==> src/hdl/rpf_pkg.sv <==
`default_nettype none
package rpf_pkg;

   localparam int HEADER_BYTES  = 8;
   localparam int TRAILER_BYTES = 2;
   localparam int QUEUE_DEPTH   = 2;

   localparam logic [1:0] CSR_SYNC_FIRST   = 2'd0;
   localparam logic [1:0] CSR_SYNC_SECOND  = 2'd1;
   localparam logic [1:0] CSR_MESSAGE_TYPE = 2'd2;

   localparam logic [7:0] SYNC_FIRST_RESET   = 8'h48;
   localparam logic [7:0] SYNC_SECOND_RESET  = 8'h65;
   localparam logic [7:0] MESSAGE_TYPE_RESET = 8'h10;

   localparam logic FUNC_START   = 1'b0;
   localparam logic FUNC_PAYLOAD = 1'b1;

   typedef enum logic [1:0] {
      CMD_ERROR,
      CMD_HEADER,
      CMD_DATA,
      CMD_LAST
   } cmd_kind_type;

   typedef struct packed {
      cmd_kind_type                  kind;
      logic                          empty_frame;
      logic [HEADER_BYTES-1:0][7:0]  bytes;
   } cmd_type;

endpackage
`default_nettype wire

==> src/hdl/rpf_req_if.sv <==
`default_nettype none
interface rpf_req_if;
   logic        valid;
   logic        ready;
   logic        func;
   logic [7:0]  command;
   logic [7:0]  data_count;
   logic [15:0] ack_value;
   logic [7:0]  data_byte;

   modport source (output valid, func, command, data_count, ack_value, data_byte,
                   input ready);
   modport sink   (input valid, func, command, data_count, ack_value, data_byte,
                   output ready);
endinterface
`default_nettype wire

==> src/hdl/rpf_rsp_if.sv <==
`default_nettype none
interface rpf_rsp_if;
   logic       valid;
   logic       ready;
   logic [7:0] out_byte;
   logic       frame_end;
   logic       error;

   modport source (output valid, out_byte, frame_end, error, input ready);
   modport sink   (input valid, out_byte, frame_end, error, output ready);
endinterface
`default_nettype wire

==> src/hdl/rpf_front.sv <==
`default_nettype none
module rpf_front #(
   parameter int MAX_FRAME = 265
) (
   input  wire logic      clock,
   input  wire logic      reset,
   rpf_req_if.sink        req_chan,
   input  wire logic      csr_wr_en,
   input  wire logic [1:0] csr_index,
   input  wire logic [7:0] csr_wdata,
   output logic           push,
   output rpf_pkg::cmd_type push_cmd,
   input  wire logic      push_ready
);

   logic [7:0] sync_first_ff,  sync_first_in;
   logic [7:0] sync_second_ff, sync_second_in;
   logic [7:0] msg_type_ff,    msg_type_in;
   logic [7:0] sum_low_ff,     sum_low_in;
   logic [7:0] sum_high_ff,    sum_high_in;
   logic [7:0] bytes_left_ff,  bytes_left_in;
   logic       frame_open_ff,  frame_open_in;

   logic        accept;
   logic [15:0] len_field;
   logic [7:0]  hdr [rpf_pkg::HEADER_BYTES];
   logic [7:0]  hs_low, hs_high;
   logic [7:0]  cs_low1, cs_high1, cs_low2, cs_high2;
   logic [7:0]  ps_low, ps_high;
   logic [16:0] frame_total;
   logic        oversize;
   logic        plen_zero;

   assign req_chan.ready = push_ready;
   assign accept         = req_chan.valid && push_ready;
   assign push           = accept;

   always_comb begin
      sync_first_in  = sync_first_ff;
      sync_second_in = sync_second_ff;
      msg_type_in    = msg_type_ff;
      if (csr_wr_en) begin
         case (csr_index)
            rpf_pkg::CSR_SYNC_FIRST:   sync_first_in  = csr_wdata;
            rpf_pkg::CSR_SYNC_SECOND:  sync_second_in = csr_wdata;
            rpf_pkg::CSR_MESSAGE_TYPE: msg_type_in    = csr_wdata;
            default: ;
         endcase
      end
   end

   always_comb begin
      plen_zero   = (req_chan.data_count == 8'd0);
      len_field   = plen_zero ? req_chan.ack_value : {8'd0, req_chan.data_count};
      frame_total = 17'(req_chan.data_count)
                  + 17'(rpf_pkg::HEADER_BYTES + rpf_pkg::TRAILER_BYTES);
      oversize    = !plen_zero && (frame_total > 17'(MAX_FRAME));

      hdr[0] = sync_first_ff;
      hdr[1] = sync_second_ff;
      hdr[2] = msg_type_ff;
      hdr[3] = req_chan.command;
      hdr[4] = len_field[15:8];
      hdr[5] = len_field[7:0];
      hs_low  = 8'd0;
      hs_high = 8'd0;
      for (int k = 2; k < 6; k++) begin
         hs_low  = hs_low + hdr[k];
         hs_high = hs_high + hs_low;
      end
      hdr[6] = hs_low;
      hdr[7] = hs_high;

      // running sums continue over the two header sum bytes
      cs_low1  = hs_low + hs_low;
      cs_high1 = hs_high + cs_low1;
      cs_low2  = cs_low1 + hs_high;
      cs_high2 = cs_high1 + cs_low2;

      ps_low  = sum_low_ff + req_chan.data_byte;
      ps_high = sum_high_ff + ps_low;
   end

   always_comb begin
      sum_low_in    = sum_low_ff;
      sum_high_in   = sum_high_ff;
      bytes_left_in = bytes_left_ff;
      frame_open_in = frame_open_ff;
      push_cmd.kind        = rpf_pkg::CMD_ERROR;
      push_cmd.empty_frame = 1'b0;
      push_cmd.bytes       = '0;
      if (req_chan.func == rpf_pkg::FUNC_START) begin
         sum_low_in    = 8'd0;
         sum_high_in   = 8'd0;
         bytes_left_in = 8'd0;
         frame_open_in = 1'b0;
         if (!oversize) begin
            push_cmd.kind        = rpf_pkg::CMD_HEADER;
            push_cmd.empty_frame = plen_zero;
            for (int k = 0; k < rpf_pkg::HEADER_BYTES; k++) begin
               push_cmd.bytes[k] = hdr[k];
            end
            if (!plen_zero) begin
               sum_low_in    = cs_low2;
               sum_high_in   = cs_high2;
               bytes_left_in = req_chan.data_count;
               frame_open_in = 1'b1;
            end
         end
      end else if (frame_open_ff && (bytes_left_ff != 8'd0)) begin
         push_cmd.bytes[0] = req_chan.data_byte;
         if (bytes_left_ff == 8'd1) begin
            push_cmd.kind     = rpf_pkg::CMD_LAST;
            push_cmd.bytes[1] = ps_low;
            push_cmd.bytes[2] = ps_high;
            sum_low_in        = 8'd0;
            sum_high_in       = 8'd0;
            bytes_left_in     = 8'd0;
            frame_open_in     = 1'b0;
         end else begin
            push_cmd.kind = rpf_pkg::CMD_DATA;
            sum_low_in    = ps_low;
            sum_high_in   = ps_high;
            bytes_left_in = bytes_left_ff - 8'd1;
         end
      end
   end

   always_ff @(posedge clock) begin
      if (reset) begin
         sync_first_ff  <= rpf_pkg::SYNC_FIRST_RESET;
         sync_second_ff <= rpf_pkg::SYNC_SECOND_RESET;
         msg_type_ff    <= rpf_pkg::MESSAGE_TYPE_RESET;
         sum_low_ff     <= 8'd0;
         sum_high_ff    <= 8'd0;
         bytes_left_ff  <= 8'd0;
         frame_open_ff  <= 1'b0;
      end else begin
         sync_first_ff  <= sync_first_in;
         sync_second_ff <= sync_second_in;
         msg_type_ff    <= msg_type_in;
         if (accept) begin
            sum_low_ff    <= sum_low_in;
            sum_high_ff   <= sum_high_in;
            bytes_left_ff <= bytes_left_in;
            frame_open_ff <= frame_open_in;
         end
      end
   end

endmodule
`default_nettype wire

==> src/hdl/rpf_queue.sv <==
`default_nettype none
module rpf_queue (
   input  wire logic             clock,
   input  wire logic             reset,
   input  wire logic             push,
   input  wire rpf_pkg::cmd_type push_cmd,
   output logic                  push_ready,
   output logic                  pop_valid,
   output rpf_pkg::cmd_type      pop_cmd,
   input  wire logic             pop
);

   localparam int PtrW = (rpf_pkg::QUEUE_DEPTH > 1) ? $clog2(rpf_pkg::QUEUE_DEPTH) : 1;
   localparam int CntW = $clog2(rpf_pkg::QUEUE_DEPTH + 1);
   localparam logic [PtrW-1:0] LastPtr = PtrW'(rpf_pkg::QUEUE_DEPTH - 1);
   localparam logic [CntW-1:0] FullCnt = CntW'(rpf_pkg::QUEUE_DEPTH);

   rpf_pkg::cmd_type mem_ff [rpf_pkg::QUEUE_DEPTH];
   logic [PtrW-1:0]  wr_ptr_ff, wr_ptr_in;
   logic [PtrW-1:0]  rd_ptr_ff, rd_ptr_in;
   logic [CntW-1:0]  count_ff,  count_in;
   logic             do_push, do_pop;

   assign push_ready = (count_ff != FullCnt);
   assign pop_valid  = (count_ff != '0);
   assign pop_cmd    = mem_ff[rd_ptr_ff];
   assign do_push    = push && push_ready;
   assign do_pop     = pop && pop_valid;

   always_comb begin
      wr_ptr_in = wr_ptr_ff;
      rd_ptr_in = rd_ptr_ff;
      count_in  = count_ff;
      if (do_push) begin
         wr_ptr_in = (wr_ptr_ff == LastPtr) ? '0 : wr_ptr_ff + 1'b1;
      end
      if (do_pop) begin
         rd_ptr_in = (rd_ptr_ff == LastPtr) ? '0 : rd_ptr_ff + 1'b1;
      end
      if (do_push && !do_pop) begin
         count_in = count_ff + 1'b1;
      end else if (do_pop && !do_push) begin
         count_in = count_ff - 1'b1;
      end
   end

   always_ff @(posedge clock) begin
      if (reset) begin
         wr_ptr_ff <= '0;
         rd_ptr_ff <= '0;
         count_ff  <= '0;
      end else begin
         wr_ptr_ff <= wr_ptr_in;
         rd_ptr_ff <= rd_ptr_in;
         count_ff  <= count_in;
      end
   end

   always_ff @(posedge clock) begin
      if (do_push) begin
         mem_ff[wr_ptr_ff] <= push_cmd;
      end
   end

endmodule
`default_nettype wire

==> src/hdl/rpf_back.sv <==
`default_nettype none
module rpf_back (
   input  wire logic             clock,
   input  wire logic             reset,
   input  wire logic             pop_valid,
   input  wire rpf_pkg::cmd_type pop_cmd,
   output logic                  pop,
   rpf_rsp_if.source             rsp_chan
);

   localparam int IdxW = $clog2(rpf_pkg::HEADER_BYTES);
   localparam logic [IdxW-1:0] HdrLast = IdxW'(rpf_pkg::HEADER_BYTES - 1);
   localparam logic [IdxW-1:0] TrlLast = IdxW'(rpf_pkg::TRAILER_BYTES);

   logic [IdxW-1:0] idx_ff, idx_in;
   logic            valid_ff, valid_in;
   logic [7:0]      byte_ff, byte_in;
   logic            end_ff, end_in;
   logic            err_ff, err_in;
   logic            load;
   logic [IdxW-1:0] last_idx;

   assign rsp_chan.valid     = valid_ff;
   assign rsp_chan.out_byte  = byte_ff;
   assign rsp_chan.frame_end = end_ff;
   assign rsp_chan.error     = err_ff;

   assign load = !valid_ff || rsp_chan.ready;

   always_comb begin
      case (pop_cmd.kind)
         rpf_pkg::CMD_HEADER: last_idx = HdrLast;
         rpf_pkg::CMD_LAST:   last_idx = TrlLast;
         default:             last_idx = '0;
      endcase
   end

   always_comb begin
      idx_in   = idx_ff;
      valid_in = valid_ff;
      byte_in  = byte_ff;
      end_in   = end_ff;
      err_in   = err_ff;
      pop      = 1'b0;
      if (load) begin
         valid_in = pop_valid;
         if (pop_valid) begin
            byte_in = pop_cmd.bytes[idx_ff];
            err_in  = (pop_cmd.kind == rpf_pkg::CMD_ERROR);
            end_in  = ((pop_cmd.kind == rpf_pkg::CMD_LAST) && (idx_ff == TrlLast))
                   || ((pop_cmd.kind == rpf_pkg::CMD_HEADER) && pop_cmd.empty_frame
                       && (idx_ff == HdrLast));
            if (err_in) begin
               byte_in = 8'd0;
            end
            if (idx_ff == last_idx) begin
               pop    = 1'b1;
               idx_in = '0;
            end else begin
               idx_in = idx_ff + 1'b1;
            end
         end
      end
   end

   always_ff @(posedge clock) begin
      if (reset) begin
         idx_ff   <= '0;
         valid_ff <= 1'b0;
      end else begin
         idx_ff   <= idx_in;
         valid_ff <= valid_in;
      end
   end

   always_ff @(posedge clock) begin
      byte_ff <= byte_in;
      end_ff  <= end_in;
      err_ff  <= err_in;
   end

endmodule
`default_nettype wire

==> src/hdl/radio_packet_framer.sv <==
// Radio packet framer: turns start and payload requests into a framed byte
// stream with 8-bit Fletcher header and payload checksums.
// req_chan: valid/ready request channel. func 0 starts a frame (command,
//   data_count, ack_value); func 1 carries one payload byte.
// rsp_chan: valid/ready byte stream (out_byte, frame_end, error).
// csr_*: write-only registers 0 sync_first, 1 sync_second, 2 message_type;
//   write only while no request is in flight.
// A request's first byte is registered in the queue and then in the output register.
// Throughput: one response byte per cycle while rsp_chan.ready holds; a start
//   emits 8 bytes (one error byte if oversize), the last payload byte 3, any
//   other request 1. The output register stepping through one queued request at a time sets this.
// A 2-entry queue sits between the request classifier and the byte
//   sequencer, so requests are taken while response bytes are pending.
// Reset clears the frame state, the queue and the output valid flag, and
//   restores the register defaults 0x48, 0x65, 0x10.
// When rsp_chan stalls the output holds, the queue fills and req_chan.ready
//   drops until space frees up.
`default_nettype none
module radio_packet_framer #(
   parameter int MAX_FRAME = 265
) (
   input  wire logic       clock,
   input  wire logic       reset,
   rpf_req_if.sink         req_chan,
   rpf_rsp_if.source       rsp_chan,
   input  wire logic       csr_wr_en,
   input  wire logic [1:0] csr_index,
   input  wire logic [7:0] csr_wdata
);

   logic             push, push_ready;
   rpf_pkg::cmd_type push_cmd;
   logic             pop, pop_valid;
   rpf_pkg::cmd_type pop_cmd;

   rpf_front #(.MAX_FRAME(MAX_FRAME)) u_front (
      .clock      (clock),
      .reset      (reset),
      .req_chan   (req_chan),
      .csr_wr_en  (csr_wr_en),
      .csr_index  (csr_index),
      .csr_wdata  (csr_wdata),
      .push       (push),
      .push_cmd   (push_cmd),
      .push_ready (push_ready)
   );

   rpf_queue u_queue (
      .clock      (clock),
      .reset      (reset),
      .push       (push),
      .push_cmd   (push_cmd),
      .push_ready (push_ready),
      .pop_valid  (pop_valid),
      .pop_cmd    (pop_cmd),
      .pop        (pop)
   );

   rpf_back u_back (
      .clock     (clock),
      .reset     (reset),
      .pop_valid (pop_valid),
      .pop_cmd   (pop_cmd),
      .pop       (pop),
      .rsp_chan  (rsp_chan)
   );

endmodule
`default_nettype wire

==> src/flat_wrapper.sv <==
// flat-port wrapper written by rule: the top's interface ports become plain ports
module radio_packet_framer_flat 
#(
   parameter int MAX_FRAME = 265
)
  (clock, reset, csr_wr_en, csr_index, csr_wdata, req_chan_valid, req_chan_func, req_chan_command, req_chan_data_count, req_chan_ack_value, req_chan_data_byte, req_chan_ready, rsp_chan_valid, rsp_chan_out_byte, rsp_chan_frame_end, rsp_chan_error, rsp_chan_ready);
  rpf_req_if req_chan_i ();
  rpf_rsp_if rsp_chan_i ();
  input  wire logic clock;
  input  wire logic reset;
  input  wire logic csr_wr_en;
  input  wire logic [1:0] csr_index;
  input  wire logic [7:0] csr_wdata;
  input wire logic [$bits(req_chan_i.valid)-1:0] req_chan_valid;
  input wire logic [$bits(req_chan_i.func)-1:0] req_chan_func;
  input wire logic [$bits(req_chan_i.command)-1:0] req_chan_command;
  input wire logic [$bits(req_chan_i.data_count)-1:0] req_chan_data_count;
  input wire logic [$bits(req_chan_i.ack_value)-1:0] req_chan_ack_value;
  input wire logic [$bits(req_chan_i.data_byte)-1:0] req_chan_data_byte;
  output wire logic [$bits(req_chan_i.ready)-1:0] req_chan_ready;
  output wire logic [$bits(rsp_chan_i.valid)-1:0] rsp_chan_valid;
  output wire logic [$bits(rsp_chan_i.out_byte)-1:0] rsp_chan_out_byte;
  output wire logic [$bits(rsp_chan_i.frame_end)-1:0] rsp_chan_frame_end;
  output wire logic [$bits(rsp_chan_i.error)-1:0] rsp_chan_error;
  input wire logic [$bits(rsp_chan_i.ready)-1:0] rsp_chan_ready;
  assign req_chan_i.valid = req_chan_valid;
  assign req_chan_i.func = req_chan_func;
  assign req_chan_i.command = req_chan_command;
  assign req_chan_i.data_count = req_chan_data_count;
  assign req_chan_i.ack_value = req_chan_ack_value;
  assign req_chan_i.data_byte = req_chan_data_byte;
  assign req_chan_ready = req_chan_i.ready;
  assign rsp_chan_valid = rsp_chan_i.valid;
  assign rsp_chan_out_byte = rsp_chan_i.out_byte;
  assign rsp_chan_frame_end = rsp_chan_i.frame_end;
  assign rsp_chan_error = rsp_chan_i.error;
  assign rsp_chan_i.ready = rsp_chan_ready;
  radio_packet_framer #(.MAX_FRAME(MAX_FRAME)) u_core (.clock(clock), .reset(reset), .req_chan(req_chan_i), .rsp_chan(rsp_chan_i), .csr_wr_en(csr_wr_en), .csr_index(csr_index), .csr_wdata(csr_wdata));
endmodule
==> config.mk <==
export PLATFORM = sky130hd
export DESIGN_NAME = radio_packet_framer_flat
export DESIGN_NICKNAME = d
export VERILOG_FILES = /design/src/hdl/rpf_pkg.sv /design/src/hdl/rpf_req_if.sv /design/src/hdl/rpf_rsp_if.sv /design/src/hdl/rpf_front.sv /design/src/hdl/rpf_queue.sv /design/src/hdl/rpf_back.sv /design/src/hdl/radio_packet_framer.sv /design/src/flat_wrapper.sv
export SDC_FILE = /design/constraint.sdc
export NUM_CORES = 1
export LEC_CHECK = 0
export BUFFER_PORTS_ARGS = -buffer_cell sky130_fd_sc_hd__buf_2
export CORE_MARGIN = 2
export CORE_UTILIZATION = 25
export CTS_CLUSTER_SIZE = 30
export DETAILED_ROUTE_END_ITERATION = 8
export PLACE_DENSITY_LB_ADDON = 0.08
export SETUP_SLACK_MARGIN = 0.15
export SLEW_MARGIN = 20
export SYNTH_ARGS = -nofsm -noshare
export SYNTH_HDL_FRONTEND = slang
export SYNTH_SLANG_ARGS = --single-unit
==> constraint.sdc <==
create_clock -name clock -period 8.58 [get_ports clock]
set_input_delay 0.429 -clock clock [delete_from_list [all_inputs] [get_ports clock]]
set_output_delay 0.429 -clock clock [all_outputs]
set_load 0.05 [all_outputs]
==> key figures, run 1 <==
Run status
  – Outcome: complete, no violations

Clock network
  – Clk pin slew, worst setup/hold paths: 0.06 ns
  – CTS tree: done
  – Bufs on Longest Clock Path: 3
  – Post-CTS Resized: 0
  – Num CTS Buffers: 25
  – Skew-Pair Late Insertion Delay: 0.54 ns
  – Post-CTS setup buffer count: 0
  – Clock sink count: 202
  – Post-CTS Hold Fix Bufs: 0
  – Root Buffer: clkbuf_16
  – CTS H-Tree Depth: 1

Die
  – Die Wd: 212 microns
  – Starting Density: 25.2%
  – FP Rows: 76
  – Die H: 212 microns
  – Die area: 0.0450 sq mm
  – Core Region: 0.0429 sq mm
  – Ports: 68

Synthesis
  – Synth area leaders: edfxtp_1, dfxtp_1, mux4_2
  – Mux cell area share after synthesis: 10.5%
  – Most common cell in the netlist: edfxtp_1
  – Syn Inst Count: 876
  – Xor/xnor share of the synthesized area: 4.51%
  – Compound-cell area share of the yosys netlist: 10.6%
  – Combinational family with the most area after synthesis: compound AO/OA/AOI/OAI gates
  – Avg Cell Area, Syn: 12.4 sq um
  – Synth Warn #: 0
  – Sequential element share of the synthesized area: 50.7%
  – Post-synth ARST share: 0%
  – Post-synthesis register bit count: 202
  – Number of library cell types mapped by synthesis: 61
  – Yosys top cell area share: 39.9%
  – Syn nets: 1,008
  – Mapped Area: 0.0108 sq mm
  – Largest area contributor in the netlist: edfxtp_1
  – Post-synth top cells: edfxtp_1, nor2_1, inv_1
  – Ys flop type: edfxtp_1
  – Number of flops mapped to enable cells by yosys: 144
  – Adder-Cell Fraction of Synth Area: 10.1%
  – Simple-gate area share of the yosys netlist: 10.1%

Worst hold path
  – HP Class: input port to flop

STA
  – Hold Fails Final Rpt: 0
  – Fin Hold WS: 0.134 ns
  – Final setup TNS: 0 ns
  – Fmax: 0.145 GHz
  – Final period util: 80.3%
  – Final worst slack: 1.69 ns
  – Tightest Pin Transition: 1.08 ns
  – Post-route minimum period: 6.89 ns
  – Clk_skew: 0.0175 ns
  – RSZ-0062 raised after global routing: no
  – Slew Limit Fails: 0
  – Final Setup Violations: 0
  – Relative slew slack: 27.6%

Setup path
  – Crit end category: flop
  – Largest stage delay, worst path: 0.65 ns
  – Critical path cell sequence: ha_1, fa_1, fa_1, a21o_1, a21oi_1, o21bai_1, a21oi_1, xnor2_1, ha_1, nor3b_1, a31oi_1, o21ai_0, a311oi_1, fa_1, fa_1, inv_1, ha_1, xor2_1, ha_1, nor3b_1, mux2_2, a211oi_1, nor3_1
  – Buf/Inv on CP: 1
  – CP max FO: 6
  – CP Launch Type: flop
  – Crit Path Class: flop to flop
  – Critical Path AT: 7.28 ns
  – Slowest CP cell: a311oi_1
  – Family with the most delay on the worst path: adder cells
  – Worst EP required: 8.97 ns

Global route
  – Tot GR Track Use: 14.5%
  – First-pass GRT wire length: 47,700 microns
  – Antenna violations before repair: 3
  – Overflow after GRT: 0
  – Largest net degree at the start of global routing: 57
  – Vias in the first global route: 7,097

Placed design
  – GPL Wtd Cong: 0.766
  – Post-DP HPWL: 23,600 microns
  – Post-DP Area: 0.0118 sq mm
  – PortBufs: 67
  – Pre-CTS setup slack: 1.41 ns
  – Placed insts: 1,497

Final layout
  – Final instance area: 0.0127 sq mm
  – Finished Layout Cells: 1,543
  – Register area: 0.00549 sq mm
  – Final core utilization: 29.6%
  – Layout filler cell count: 4,425
  – Nets: 1,071
  – Area of the multi-input gates: 0.00500 sq mm
  – Synthesis-to-finish area growth: 17.1%
  – Layout cells sized above 1: 17.8%

Routing
  – DR vias: 6,957
  – Post-route DRC: 0
  – DR iter-0 viols: 342
  – DRT antenna net count: 0
  – Vias per cell: 4.51
  – Final wirelength: 32,000 microns
  – Drt wl/cell: 20.7 microns
  – Drt first pass iters: 5

Flow run
  – Max-cap violations: 0

Pwr
  – Leakage Power: 4.93 nW
  – Pwr Density: 329 mW/mm^2
  – Peak VDD IR: 0.139 mV
  – Total Power: 4.17 mW
==> where the power goes <==
group | switching, mW | internal [mW]
sequential | 0.0885 | 1.28
combinational | 0.969 | 0.746
clock | 0.422 | 0.663
total | 1.48 | 2.69
==> cells in the final DEF (no fill, tap or decap), drive strengths merged, types with 15 or more instances in the layout <==
cell type	count
a21o	19
a21oi	46
a22o	15
and2	37
buf	74
clkbuf	31
dfxtp	58
edfxtp	144
fa	19
ha	57
inv	64
mux2i	20
mux4	40
nand2	40
nor2	71
o21ai	31
xnor2	32
xor2	16
==> final cells by class <==
class | instances | area share (%)
Multi-Input combinational cell | 574 | 39.5
Clock buffer | 31 | 5.19
Sequential cell | 202 | 43.3
Inverter | 62 | 1.84
Antenna cell | 1 | 0.0197
Timing Repair Buffer | 74 | 3.06
Clock inverter | 14 | 1.37
Tap cell | 585 | 5.77
==> flip-flops by register name, summed over array words and instances (netlist names), named ones only <==
name	cells
u_core.u_queue.mem_ff	134
u_core.u_front.sync_first_ff	8
u_core.u_front.frame_open_ff	1
u_core.u_back.rsp_chan.frame_end	1
u_core.u_front.bytes_left_ff	8
u_core.u_queue.wr_ptr_ff	1
u_core.u_back.rsp_chan.valid	1
u_core.u_front.sync_second_ff	8
u_core.u_front.msg_type_ff	8
u_core.u_front.sum_low_ff	8
u_core.u_back.rsp_chan.error	1
u_core.u_back.rsp_chan.out_byte	8
u_core.u_front.sum_high_ff	8
u_core.u_queue.rd_ptr_ff	1
u_core.u_queue.count_ff	2
u_core.u_back.idx_ff	3
==> worst register-to-register path: stages, from the launching register on <==
cell	delay, ns
dfxtp_1	0.51
ha_1	0.27
fa_1	0.50
fa_1	0.48
a21o_1	0.18
a21oi_1	0.23
o21bai_1	0.10
a21oi_1	0.22
xnor2_1	0.18
ha_1	0.32
nor3b_1	0.17
a31oi_1	0.13
o21ai_0	0.10
a311oi_1	0.65
fa_1	0.57
fa_1	0.55
inv_1	0.04
ha_1	0.31
xor2_1	0.21
ha_1	0.28
nor3b_1	0.15
mux2_2	0.31
a211oi_1	0.21
nor3_1	0.08
==> kinds of logic after synthesis <==
family / count (synthesis)
adders and majority gates: 76
muxes: 63
and+or+nand+nor: 216
AOI/OAI and AO/OA: 168
xor gates and xnor gates: 51
buffers and inverters: 100
DFF: 202
==> final timing paths <==
kind	startpoint	endpoint	slack, ns	depth (start not counted)
setup / recovery	u_core.u_front.msg_type_ff[0]$_SDFFE_PP0P_	u_core.u_front.sum_low_ff[6]$_SDFFE_PP0P_	1.69	23
hold / removal	csr_wdata[6]	u_core.u_front.sync_first_ff[6]$_SDFFE_PP1P_	0.13	2
setup reg to reg	u_core.u_front.msg_type_ff[0]$_SDFFE_PP0P_	u_core.u_front.sum_low_ff[6]$_SDFFE_PP0P_	1.69	23
hold reg to reg	u_core.u_front.sync_second_ff[5]$_SDFFE_PP1P_	u_core.u_front.sync_second_ff[5]$_SDFFE_PP1P_	0.47	1
==> metal layers <==
layer  wire length (microns)  global-route usage (%)  vias up
met5                       0                       0        -
met4                     675                    3.38        0
met3                    1210                    1.91       34
met2                   15000                    24.0      114
met1                   15100                    20.2     3461
li1                        -                       -     3348
No activity file was read; power rests on OpenSTA's default activity.
==> inputs of run 2 (changes only) <==
Clock period 8.58 ns to 6.9 ns, I/O delays scaled along.
==> key figures, run 2 (synthesis results as in run 1) <==
STA
  – Final period util: 91.4%
  – Final Setup Violations: 0
  – Fmax: 0.158 GHz
  – Relative slew slack: 29.3%
  – Clk_skew: 0.0105 ns
  – Final worst slack: 0.591 ns
  – Fin Hold WS: 0.0481 ns
  – RSZ-0062 raised after global routing: no
  – Hold Fails Final Rpt: 0
  – Post-route minimum period: 6.31 ns
  – Final setup TNS: 0 ns
  – Tightest Pin Transition: 1.06 ns
  – Slew Limit Fails: 0

Setup path
  – R2r worst-path depth: 24
  – Slowest CP cell: fa_1
  – Family with the most delay on the worst path: adder cells
  – Reg2reg end: u_core.u_front.sum_low_ff[6]$_SDFFE_PP0P_
  – Crit Path Class: flop to flop
  – Reg2reg setup slack: 0.59 ns
  – Reg-to-reg critical path startpoint: u_core.u_front.msg_type_ff[0]$_SDFFE_PP0P_
  – Worst EP required: 7.30 ns
  – Crit path from: u_core.u_front.msg_type_ff[0]$_SDFFE_PP0P_
  – CP Launch Type: flop
  – Critical Path AT: 6.71 ns
  – CP max FO: 6
  – Critical path cell sequence: ha_1, fa_1, fa_1, a21o_1, a21oi_1, o21bai_1, a21oi_2, xnor2_2, ha_1, nor3b_1, a31oi_1, o21ai_0, a311oi_1, buf_4, fa_1, fa_1, inv_1, ha_1, xor2_1, ha_1, nor3b_1, mux2_2, a211oi_1, nor3_1
  – Largest stage delay, worst path: 0.55 ns
  – Buf/Inv on CP: 2
  – Crit end category: flop

Placed design
  – Placed insts: 1,506
  – Post-DP Area: 0.0119 sq mm
  – GPL Wtd Cong: 0.752
  – Pre-CTS setup slack: 0.371 ns
  – Post-DP HPWL: 23,700 microns
  – PortBufs: 67

Final layout
  – # diodes: 0
  – Layout filler cell count: 4,400
  – Most common cell after layout, fill and taps aside: edfxtp_1
  – Nets: 1,080
  – Finished Layout Cells: 1,551
  – Final core utilization: 29.7%
  – Final instance area: 0.0127 sq mm
  – Layout cells sized above 1: 18.6%
  – Synthesis-to-finish area growth: 17.5%
  – Most frequent cells in the layout: edfxtp_1, nor2_1, buf_2
  – Reg with most FFs: u_core.u_queue.mem_ff
  – Max reg flops: 134

Die
  – Die area: 0.0450 sq mm
  – FP Rows: 76
  – Core Region: 0.0429 sq mm
  – Ports: 68
  – Starting Density: 25.2%
  – Die H: 212 microns
  – Die Wd: 212 microns

Clock network
  – Skew-Pair Late Insertion Delay: 0.54 ns
  – Bufs on Longest Clock Path: 3
  – Num CTS Buffers: 25
  – Clk pin slew, worst setup/hold paths: 0.06 ns
  – Post-CTS Hold Fix Bufs: 0
  – Root Buffer: clkbuf_16
  – CTS H-Tree Depth: 1
  – Clock sink count: 202
  – CTS tree: done

Routing
  – DRT antenna net count: 0
  – Vias per cell: 4.43
  – Post-route DRC: 0
  – DR iter-0 viols: 334
  – Drt wl/cell: 20.5 microns
  – Final wirelength: 31,900 microns
  – Drt first pass iters: 4
  – DR vias: 6,864

Global route
  – Largest net degree at the start of global routing: 54
  – Overflow after GRT: 0
  – Tot GR Track Use: 14.5%
  – Antenna violations before repair: 2
  – Vias in the first global route: 7,230
  – First-pass GRT wire length: 47,600 microns

Pwr
  – Peak VDD IR: 0.210 mV
  – Total Power: 5.18 mW
  – Pwr Density: 407 mW/mm^2
  – Leakage Power: 4.96 nW

Worst hold path
  – WHS Path Cells: 2
  – Startpoint of the worst hold path: csr_wdata[6]
  – HP Class: input port to flop
  – Worst hold endpoint: u_core.u_front.sync_first_ff[6]$_SDFFE_PP1P_

Flow run
  – Max-cap violations: 0

Run status
  – Outcome: complete, no violations
## run 2: routing by layer
| metal | wire length [microns] | vias up | global-route usage, % |
|---|---|---|---|
| li1 | - | 3366 | - |
| met1 | 15000 | 3362 | 20.0 |
| met2 | 14900 | 97 | 24.0 |
| met3 | 1260 | 37 | 2.29 |
| met4 | 704 | 2 | 3.38 |
| met5 | 13 | - | 0 |
## run 2: layout make-up
| type | count | area, sq um | area share (%) |
|---|---|---|---|
| Clock buffer | 28 | 637 | 5.01 |
| Tap cell | 585 | 732 | 5.75 |
| Sequential cell | 202 | 5490 | 43.2 |
| Multi-Input combinational cell | 574 | 5010 | 39.4 |
| Timing Repair Buffer | 83 | 455 | 3.58 |
| Clock inverter | 17 | 160 | 1.26 |
| Inverter | 62 | 233 | 1.83 |
## run 2: worst max-delay path by stage
stage,cells after the start,slack (ns),end
6_report,24,0.59,u_core.u_front.sum_low_ff[6]$_SDFFE_PP0P_
5_1_grt,24,0.18,u_core.u_front.sum_low_ff[6]$_SDFFE_PP0P_
4_1_cts,24,0.42,u_core.u_front.sum_low_ff[6]$_SDFFE_PP0P_
3_5_place_dp,26,0.37,u_core.u_front.sum_low_ff[6]$_SDFFE_PP0P_
3_3_place_gp,26,0.36,u_core.u_front.sum_low_ff[6]$_SDFFE_PP0P_
2_1_floorplan,23,0.94,u_core.u_front.sum_low_ff[6]$_SDFFE_PP0P_
## run 2: what timing repair did
item	in CTS	in global routing
setup buffers	0	0
endpoints found under the setup margin	0	2
gates resized for setup	0	5
## run 2: where the power goes
group	internal, mW	total, mW	switching [mW]
Combinational	0.965	2.19	1.22
Sequential	1.60	1.71	0.110
Clock	0.772	1.29	0.519
Total	3.33	5.18	1.85
==> inputs of run 3 (changes only) <==
Settings changed: CELL_PAD_IN_SITES_DETAIL_PLACEMENT set to 0, CELL_PAD_IN_SITES_GLOBAL_PLACEMENT set to 2, PLACE_DENSITY set to 0.55, PLACE_DENSITY_LB_ADDON 0.08 to unset.
==> key figures, run 3 (synthesis results as in run 1) <==
Die
  – Die Wd: 212 microns
  – Ports: 68
  – Die H: 212 microns
  – Die area: 0.0450 sq mm
  – Starting Density: 25.2%
  – FP Rows: 76
  – Core Region: 0.0429 sq mm

STA
  – Final setup TNS: 0 ns
  – Clk_skew: 0.0115 ns
  – RSZ-0062 raised after global routing: no
  – Slew Limit Fails: 0
  – Final period util: 91.2%
  – Tightest Pin Transition: 1.06 ns
  – Fin Hold WS: 0.0748 ns
  – Hold Fails Final Rpt: 0
  – Final Setup Violations: 0
  – Fmax: 0.159 GHz
  – Relative slew slack: 28.7%
  – Post-route minimum period: 6.30 ns

Pwr
  – Switching Fraction: 35.4%
  – Reg power frac: 31.3%
  – Leakage Power: 5.01 nW
  – Comb pwr share: 42.6%
  – Int Pwr: 3.48 mW
  – Clock power frac: 26.1%
  – Pwr Density: 420 mW/mm^2
  – NetSw: 1.91 mW
  – Peak VDD IR: 0.160 mV

Clock network
  – Root Buffer: clkbuf_16
  – CTS tree: done
  – Clock sink count: 202
  – Clk pin slew, worst setup/hold paths: 0.06 ns
  – CTS H-Tree Depth: 1
  – Num CTS Buffers: 25
  – Skew-Pair Late Insertion Delay: 0.54 ns
  – Post-CTS Hold Fix Bufs: 0
  – Bufs on Longest Clock Path: 3

Routing
  – Drt wl/cell: 21.1 microns
  – Drt first pass iters: 4
  – Final wirelength: 32,900 microns
  – DR vias: 6,969
  – Post-route DRC: 0
  – DR iter-0 viols: 437
  – Vias per cell: 4.48
  – DRT antenna net count: 0

Final layout
  – Layout filler cell count: 4,386
  – Layout cells sized above 1: 19.0%
  – Most frequent cells in the layout: edfxtp_1, nor2_1, buf_2
  – Reg with most FFs: u_core.u_queue.mem_ff
  – # diodes: 0
  – Finished Layout Cells: 1,557
  – Synthesis-to-finish area growth: 18.6%
  – Max reg flops: 134
  – Nets: 1,085
  – Most common cell after layout, fill and taps aside: edfxtp_1

Global route
  – First-pass GRT wire length: 48,700 microns
  – Vias in the first global route: 7,210
  – Overflow after GRT: 0
  – Largest net degree at the start of global routing: 68
  – Antenna violations before repair: 0
  – Tot GR Track Use: 14.8%

Setup path
  – CP max FO: 6
  – Worst EP required: 7.28 ns
  – Buf/Inv on CP: 2
  – R2r worst-path depth: 24
  – Critical path cell sequence: ha_1, fa_1, fa_1, a21o_1, a21oi_2, o21bai_1, a21oi_1, xnor2_1, ha_1, nor3b_1, a31oi_1, o21ai_0, a311oi_1, buf_4, fa_1, fa_1, inv_1, ha_1, xor2_2, ha_1, nor3b_1, mux2_2, a211oi_1, nor3_1
  – Crit path from: u_core.u_front.msg_type_ff[0]$_SDFFE_PP0P_
  – Reg-to-reg critical path startpoint: u_core.u_front.msg_type_ff[0]$_SDFFE_PP0P_
  – Family with the most delay on the worst path: adder cells
  – Slowest CP cell: fa_1
  – Crit end category: flop
  – Crit Path Class: flop to flop
  – CP Launch Type: flop
  – WP depth: 24
  – Largest stage delay, worst path: 0.54 ns
  – Critical Path AT: 6.68 ns

Placed design
  – GPL Wtd Cong: 0.776
  – Placed insts: 1,510
  – Post-DP HPWL: 24,000 microns
  – PortBufs: 67

Run status
  – Outcome: complete, no violations

Flow run
  – Max-cap violations: 0

Worst hold path
  – HP Class: input port to flop
  – WHS Path Cells: 2
  – Startpoint of the worst hold path: csr_wdata[6]
## run 3: area by class of cell
type                    count  area, sq um  area share [%]
clock buffers              38          726            5.65
clock inverters             8          156            1.22
inverters                  62          233            1.81
multi-input cells         574         5010            39.0
flip-flops and latches    202         5490            42.7
well taps                 585          732            5.70
repair buffers             88          493            3.84
## run 3: power by group through the flow
stage	sequential (mW)	clock, mW	combinational (mW)
2_1_floorplan	1.79	0	1.55
3_3_place_gp	1.72	0	2.32
3_5_place_dp	1.72	0	2.32
4_1_cts	1.69	1.45	2.34
5_1_grt	1.71	1.50	2.56
6_report	1.69	1.41	2.30
## run 3: timing repair
| action | CTS | global route |
|---|---|---|
| endpoints found under the setup margin | 0 | 3 |
| gates resized for setup | 0 | 4 |
| buffers inserted | 0 | 1 |
| hold endpoints to repair | 0 | 0 |
## run 3: path summary, 6_finish.rpt
path	endpoint	slack, ns
max	u_core.u_front.sum_low_ff[6]$_SDFFE_PP0P_	0.60
min	u_core.u_front.sync_first_ff[6]$_SDFFE_PP1P_	0.07
max reg2reg	u_core.u_front.sum_low_ff[6]$_SDFFE_PP0P_	0.60
min reg2reg	u_core.u_front.sum_high_ff[0]$_SDFFE_PP0P_	0.46
## run 3: per-layer routing
metal | GRT usage [%] | up-vias | part of all wire [%]
met4 | 3.08 | 0 | 2.1
met5 | 0 | - | 0
met1 | 21.2 | 3451 | 47
met3 | 1.89 | 32 | 4.2
li1 | - | 3373 | -
met2 | 24.0 | 113 | 47
## run 3: stage by stage
stage	setup WS [ns]	total power, mW	area [sq um]	util [%]
finish	0.604	5.40	12800	29.9
global route	0.177	5.77	12800	29.9
detailed placement	0.363	4.04	11900	27.8
CTS	0.451	5.48	12800	29.9
floorplan	0.938	3.34	10800	-
global placement	0.442	4.04	11900	27.8
